--- config.mk ---
export PLATFORM = sky130hd
export DESIGN_NAME = rps_half
export DESIGN_NICKNAME = d
export VERILOG_FILES = /design/src/rtl/rps_pkg.sv /design/src/rtl/rps_half.sv
export SDC_FILE = /design/constraint.sdc
export NUM_CORES = 2
export LEC_CHECK = 0
export BUFFER_PORTS_ARGS = -buffer_cell sky130_fd_sc_hd__buf_2
export CORE_MARGIN = 2
export CORE_UTILIZATION = 51
export DETAILED_ROUTE_END_ITERATION = 8
export PLACE_DENSITY = 0.64
export SYNTH_ARGS = -nofsm -noshare
export SYNTH_HDL_FRONTEND = slang
export SYNTH_SLANG_ARGS = --single-unit
--- constraint.sdc ---
create_clock -name i_clk -period 16.1 [get_ports i_clk]
set_input_delay 0.805 -clock i_clk [delete_from_list [all_inputs] [get_ports i_clk]]
set_output_delay 0.805 -clock i_clk [all_outputs]
set_load 0.1 [all_outputs]
--- src/rtl/rps_pkg.sv ---
// Shared types and constants for the reversible pixel shuffle.
// Used by rps_half and reversible_pixel_shuffle.
package rps_pkg;

    localparam int             COORD_W   = 14;
    localparam int             DIM_W     = 15;
    localparam int             SEED_W    = 32;
    localparam logic [DIM_W-1:0] MAX_DIM = 15'd16384;
    localparam logic [31:0]    HASH_XOR  = 32'd61;
    localparam logic [31:0]    HASH_MUL  = 32'h27d4eb2d;
    localparam int             HALVES    = 4;
    localparam int             DIV_STG   = 8;
    localparam int             DIV_BITS  = 4;

    localparam logic CMD_FORWARD = 1'b0;
    localparam logic CMD_REVERSE = 1'b1;

    localparam logic REG_GRID_WIDTH  = 1'b0;
    localparam logic REG_GRID_HEIGHT = 1'b1;

    typedef struct packed {
        logic              cmd;
        logic [1:0]        ph;
        logic              inb;
        logic [COORD_W-1:0] x;
        logic [COORD_W-1:0] y;
        logic [SEED_W-1:0] seed;
    } t_item;

endpackage

--- src/rtl/rps_half.sv ---
// One half round: Wang hash of one coordinate, pipelined remainder, fold.
// Depends on rps_pkg.
module rps_half import rps_pkg::*; (
    input  logic               i_clk,
    input  logic               i_rst_n,
    input  logic [DIM_W-1:0]   i_w,
    input  logic [DIM_W-1:0]   i_h,
    input  logic               i_valid,
    output logic               o_ready,
    input  t_item              i_item,
    output logic               o_valid,
    input  logic               i_ready,
    output t_item              o_item
);

    localparam int NST = DIV_STG + 4;
    localparam int FST = NST - 1;

    logic              r_vld [NST];
    t_item             r_it  [NST];
    logic [31:0]       r_acc [DIV_STG+2];
    logic [DIM_W-1:0]  r_rem [DIV_STG];
    logic              r_neg [DIV_STG+1];
    logic              en    [NST];

    logic [DIM_W-1:0]  n_rem [DIV_STG];
    logic [31:0]       n_a3;
    logic [31:0]       n_a4;
    logic [31:0]       n_mag;
    logic              n_neg;
    t_item             n_fold;

    function automatic logic [31:0] asr(input logic [31:0] v, input int s);
        asr = $unsigned($signed(v) >>> s);
    endfunction

    function automatic logic upd_x(input t_item it);
        upd_x = !(it.cmd ^ it.ph[0]);
    endfunction

    function automatic logic [DIM_W-1:0] sel_n(input t_item it, input logic [DIM_W-1:0] w,
                                               input logic [DIM_W-1:0] h);
        sel_n = upd_x(it) ? w : h;
    endfunction

    always_comb begin
        en[NST-1] = !r_vld[NST-1] || i_ready;
        for (int s = NST - 2; s >= 0; s--) begin
            en[s] = !r_vld[s] || en[s+1];
        end
    end

    assign o_ready = en[0];
    assign o_valid = r_vld[NST-1];
    assign o_item  = r_it[NST-1];

    // hash front end
    always_comb begin
        logic [31:0] k;
        logic [31:0] a1;
        logic [31:0] a2;
        k    = {{(32-COORD_W){1'b0}}, (upd_x(i_item) ? i_item.y : i_item.x)} ^ i_item.seed;
        a1   = k ^ HASH_XOR ^ asr(k, 16);
        a2   = a1 + (a1 << 3);
        n_a3 = a2 ^ asr(a2, 4);
    end

    assign n_a4 = r_acc[0] * HASH_MUL;

    always_comb begin
        logic [31:0] a5;
        a5    = r_acc[1] ^ asr(r_acc[1], 15);
        n_neg = a5[31];
        n_mag = a5[31] ? (~a5 + 32'd1) : a5;
    end

    // restoring remainder, DIV_BITS bits per stage
    always_comb begin
        for (int d = 0; d < DIV_STG; d++) begin
            logic [DIM_W-1:0] t;
            logic [DIM_W-1:0] n;
            logic [31:0]      m;
            t = (d == 0) ? '0 : r_rem[(d == 0) ? 0 : d-1];
            n = sel_n(r_it[d+2], i_w, i_h);
            m = r_acc[d+2];
            for (int b = 0; b < DIV_BITS; b++) begin
                t = {t[DIM_W-2:0], m[31-b]};
                if (t >= n) begin
                    t = t - n;
                end
            end
            n_rem[d] = t;
        end
    end

    // sign and fold back into [0, n)
    always_comb begin
        logic signed [16:0] rs;
        logic signed [16:0] c;
        logic signed [16:0] v;
        logic signed [16:0] n;
        logic              ux;
        t_item             it;
        it = r_it[FST-1];
        ux = upd_x(it);
        n  = $signed({2'b00, sel_n(it, i_w, i_h)});
        rs = $signed({2'b00, r_rem[DIV_STG-1]});
        if (r_neg[DIV_STG]) begin
            rs = -rs;
        end
        c = $signed({3'b000, (ux ? it.x : it.y)});
        v = (it.cmd == CMD_REVERSE) ? (c - rs) : (c + rs);
        if (v < 0) begin
            v = v + n;
        end else if (v >= n) begin
            v = v - n;
        end
        n_fold = it;
        if (ux) begin
            n_fold.x = v[COORD_W-1:0];
        end else begin
            n_fold.y = v[COORD_W-1:0];
        end
        n_fold.ph = it.ph + 2'd1;
    end

    always_ff @(posedge i_clk) begin
        if (!i_rst_n) begin
            for (int s = 0; s < NST; s++) begin
                r_vld[s] <= 1'b0;
            end
        end else begin
            if (en[0]) begin
                r_vld[0] <= i_valid;
            end
            for (int s = 1; s < NST; s++) begin
                if (en[s]) begin
                    r_vld[s] <= r_vld[s-1];
                end
            end
        end
    end

    always_ff @(posedge i_clk) begin
        if (en[0]) begin
            r_it[0]  <= i_item;
            r_acc[0] <= n_a3;
        end
        if (en[1]) begin
            r_it[1]  <= r_it[0];
            r_acc[1] <= n_a4;
        end
        if (en[2]) begin
            r_it[2]  <= r_it[1];
            r_acc[2] <= n_mag;
            r_neg[0] <= n_neg;
        end
        for (int d = 0; d < DIV_STG; d++) begin
            if (en[d+3]) begin
                r_it[d+3]  <= r_it[d+2];
                r_rem[d]   <= n_rem[d];
                r_neg[d+1] <= r_neg[d];
                if (d < DIV_STG - 1) begin
                    r_acc[d+3] <= r_acc[d+2] << DIV_BITS;
                end
            end
        end
        if (en[FST]) begin
            r_it[FST] <= n_fold;
        end
    end

endmodule

; Word level (Yosys, flattened, before mapping)
; Memories as Yosys holds them, arrays and structs flattened.
; Cells that the tools add are included.
[totals]
ff_bits = 0
latch_bits = 0
ramBits = 1229
rom_bits = 0
elab_cells = 243
memories = 5
[memory_table]
columns = memory, words, word_bits, rd, rd_ports_with_merged_regs, write_ports, line_no
row1 = r_it, 12, 64, 12, 0, 12, rps_half.sv:20  ; t_item r_it [NST];
row2 = r_acc, 10, 32, 10, 0, 10, rps_half.sv:21  ; logic [31:0] r_acc [DIV_STG+2];
row3 = r_rem, 8, 15, 8, 0, 8, rps_half.sv:22  ; logic [DIM_W-1:0] r_rem [DIV_STG];
row4 = r_vld, 12, 1, 12, 0, 12, rps_half.sv:19  ; logic r_vld [NST];
row5 = r_neg, 9, 1, 9, 0, 9, rps_half.sv:23  ; logic r_neg [DIV_STG+1];
[op_classes]
n_addsub = 40
n_mul = 1
div_mod_pow = 0
magnitude_cmp = 34
n_eq_ne = 0
shifts = 0
muxes = 111
bitwise_logic = 28
n_reduce_logical = 24
[ops]
columns = op, count
row1 = greater-or-equal comparator 15 bit, 31
row2 = 2-to-1 mux 14 bit, 30
row3 = subtractor 14 bit, 24
row4 = 2-to-1 mux 15 bit, 17
row5 = subtractor 15 bit, 8
row6 = bitwise XOR 32 bit, 3
row7 = 2-to-1 mux 1 bit, 61
row8 = 2-to-1 mux 17 bit, 2
row9 = "adder 32 x 1 -> 32 bit, second input constant", 1
row10 = adder 32 bit, 1
row11 = "multiplier 32 x 30 -> 32 bit, second input constant", 1
row12 = 2-to-1 mux 32 bit, 1
row13 = inverter 32 bit, 1
row14 = bitwise XOR 14 x 32 -> 32 bit, 1
row15 = adder 15 x 17 -> 17 bit, 1
row16 = greater-or-equal comparator 17 x 16 -> 1 bit, 1
row17 = "less-than comparator 17 x 1 -> 1 bit, second input constant", 1
row18 = negation 15 -> 17 bit, 1
row19 = subtractor 15 x 17 -> 17 bit, 1
row20 = greater-or-equal comparator 1 x 15 -> 1 bit, 1
row21 = adder 14 bit, 1
row22 = subtractor 1 x 14 -> 14 bit, 1
row23 = logical NOT 1 bit, 12
row24 = logical OR 1 bit, 12
row25 = 4 further kinds, 24

; Longest topological paths before layout
[depth]
depth_word = 17
ltp_mapped = 70
depth_no_buf = 65

; Least setup slack after synthesis
; No wires, ideal clock.
[synth_path]
kind = register -> register
start = memory r_it[0][189] (netlist bit)
end = memory r_rem[0][10] (data pin)
setup_ns = 0.260
arrival_time_ns = 12.191
required_time_ns = 15.840
path_slack_ns = 3.649
stages_incl_launch_ff = 67
synth_period_minus_slack_ns = 12.451
cell_sequence = edfxtp_1 -> xnor2_1 -> clkbuf_1 -> mux2i_1 -> and4_1 -> nand4_1 -> inv_1 -> nand2_1 -> inv_1 -> ha_1 -> nor2b_1 -> o21ai_0 -> nand2b_1 -> a21o_1 -> a21o_1 -> a21o_1 -> a21o_1 -> a21oi_1 -> [... 31 more ...] -> o21ai_0 -> and2_1 -> o21ai_0 -> nand2_1 -> a21o_1 -> a21o_1 -> and2_1 -> o21ai_0 -> nand2_1 -> a21oi_1 -> o21ai_0 -> and2_1 -> o21ai_0 -> nand2b_1 -> a21o_1 -> a211o_1 -> clkbuf_1 -> mux2_2
[synth_lines]
columns = item, line_no
row1 = "start, declared", rps_half.sv:20
row2 = "end, declared", rps_half.sv:22

==> flow_metrics.py <==
metrics = {
    "status": {
        "status": "finished, final reports clean",
    },
    "placed_design": {
        "io_buffers": 163,
        "gp_congestion": 0.938,
        "hpwl_um": 154000,
    },
    "synth": {
        "yosysUniqueCellTypes": 134,
        "synth_top_area_share_pct": 42.9,
        "synth_area_leader_cell": "edfxtp_1",
        "synth_seq_area_share_pct": 42.9,
        "avgSynthCellArea_um2": 11.3,
        "netlist_instances": 6834,
        "async_flop_share_pct": 0,
        "synth.cell_area_um2": 76900,
        "synth_fp_nets": 7777,
        "synth_edf_count": 1098,
        "synth.area.top_cells": "edfxtp_1 43%, ha_1 10%, fa_1 6.0%",
        "ys_warn_count": 0,
        "ys_ff_latch": 1099,
        "ys.flop_type": "edfxtp_1",
    },
    "timing": {
        "worst_slew_pin_slew_ps": 1160,
        "rsz0062_at_grt": "no",
        "fin_crit_ps": 14890,
        "finClkSkew_ps": 78.3,
        "hold_viol_final": 0,
        "max_slew_margin_pct": 20.2,
        "setup_viol": 0,
        "setup_tns_ps": 0,
        "drv_slew": 0,
        "finalCritPeriodShare_pct": 92.5,
        "fmax_ghz": 0.0672,
    },
    "clock_tree": {
        "hold_buffers": 0,
        "cts_max_level": 3,
        "clock_tree.buffer_depth": 3,
        "clk_pin_slew_ps": 60,
        "cts_sinks": 1099,
        "clk_latency_ps": 760,
        "cts_made_buffers": 112,
        "cts_root_buf": "clkbuf_16",
        "cts_tree": "yes",
    },
    "global_route": {
        "overflow": 0,
        "grt_pass1_vias": 50400,
        "antenna_found_initial": 6,
        "grt_max_degree": 82,
        "grt_usage_pct": 25.7,
        "grt_pass1_wl_um": 303000,
    },
    "floorplanning": {
        "ioPinCount": 164,
        "rows": 142,
        "core_area_um2": 150000,
        "die_y_um": 392,
        "start_util_pct": 51.3,
        "die_area_um2": 154000,
        "fp.dieW_um": 392,
    },
    "routing": {
        "vias": 51700,
        "wl_per_cell_um": 21.8,
        "dr.pass1.iters": 6,
        "viasPerCell": 5.71,
        "routed_wl_um": 198000,
        "antenna_left": 0,
        "post-route-drc-count": 0,
        "drt-initial-drc-count": 4154,
    },
    "setup_path": {
        "cp_slowest_cell": "mux2i_1",
        "worstPathMaxFanout": 21,
        "path_class": "flop to flop",
        "startpoint_type": "flop",
        "endpoint_kind": "flop",
        "critPathMaxStageDelay_ps": 860,
        "crit_top_cell": "a21o_1",
        "cp.required_ps": 16570,
        "cp.arrival_ps": 15360,
    },
    "run": {
        "maxCapViolCount": 0,
    },
    "final_layout": {
        "area_growth_pct": 8.35,
        "fin_nets": 7886,
        "drive_above_1_share_pct": 10.8,
    },
    "worst_hold_path": {
        "hold_class": "primary input to flop",
    },
}
placed cells by master, fill, tap and decap left out, types with 75 or more instances in the layout:
cell       instances
edfxtp_1        1098
ha_1             615
inv_1            567
xnor2_1          501
a21oi_1          451
nand2_1          411
nor2_1           403
o21ai_0          248
xor2_1           236
fa_1             230
buf_2            163
a21o_1           162
mux2i_1          152
mux2_2           149
clkbuf_16        112
o21bai_1          90
nand3_1           87
buf_4             81
maj3_1            75
nand2b_1          75
flip-flops by register name, summed over array words and instances (netlist names):
register  flops
r_acc       206
r_it        768
r_vld        12
r_rem       113
per-stage QoR:
stage / cell area, um^2 / utilization [%] / setup slack (ps) / hold WS, ps / cells
final: 83300 / 55.6 / 1210 / 217 / 9055
after global routing: 83300 / 55.6 / 197 / 174 / 9054
after CTS: 83300 / 55.6 / 1040 / 149 / 9052
after detailed placement: 79600 / 53.2 / 1110 / 405 / 8845
after global placement: 79600 / 53.2 / 998 / 401 / 8845
after floorplan: 76900 / - / 3650 / 400 / 6834
synthesized netlist by cell type (all sizes together), types with 130 or more instances:
| cell | count |
|---|---|
| edfxtp | 1098 |
| ha | 615 |
| inv | 581 |
| xnor2 | 511 |
| a21oi | 458 |
| nand2 | 418 |
| nor2 | 409 |
| o21ai | 284 |
| xor2 | 237 |
| fa | 230 |
| mux2 | 170 |
| mux2i | 170 |
| a21o | 162 |
| buf | 130 |
metal layers:
metal	GRT usage, %	up-vias	part of all wire [%]	routed length, um
met5	0	-	0.019	37
met4	6.13	6	2.1	4090
met3	3.24	207	5.2	10300
met2	40.8	1327	46	90000
met1	37.5	25300	47	93200
li1	-	24900	-	-
path summary, 6_finish.rpt:
kind           startpoint  slack (ps)           end  depth (start not counted)
max          r_it[0][189]        1210  r_rem[0][10]                         64
min            i_item[62]         220   r_it[0][62]                          1
max reg2reg  r_it[0][189]        1210  r_rem[0][10]                         64
min reg2reg   r_it[0][70]         340  r_it[0][134]                          0
area by class of cell:
class / count / area [um^2]
diodes: 3 / 7.51
clock buffers: 137 / 2900
clock inverters: 70 / 766
fillers: 12700 / 66500
inverters: 584 / 2210
multi-input cells: 4902 / 40500
flip-flops and latches: 1099 / 33000
well taps: 2016 / 2520
repair buffers: 244 / 1420
kinds of logic after synthesis:
group / synth area share (%)
compound gates: 12.9
simple gates: 8.84
flops: 42.9
fa+ha+maj: 17.2
buf+inv: 4.56
xor+xnor: 8.76
mux: 4.90
critical path: cells and delay by family, from the launching register on:
kind            cells  cell delay (ps)
mux                 2             1250
compound gates     39             8120
fa+ha+maj           3              860
flops               1              470
simple gates       14             2440
xor+xnor            1              540
buf+inv             5              940
timing repair:
action,4_1_cts,5_1_grt
setup buffers,0,0
resized for setup,0,2
endpoints found under the setup margin,0,14
Power is left out: the tool's default activity adds up to more than one toggle a clock period on the data nets, which glitch-free logic cannot reach.
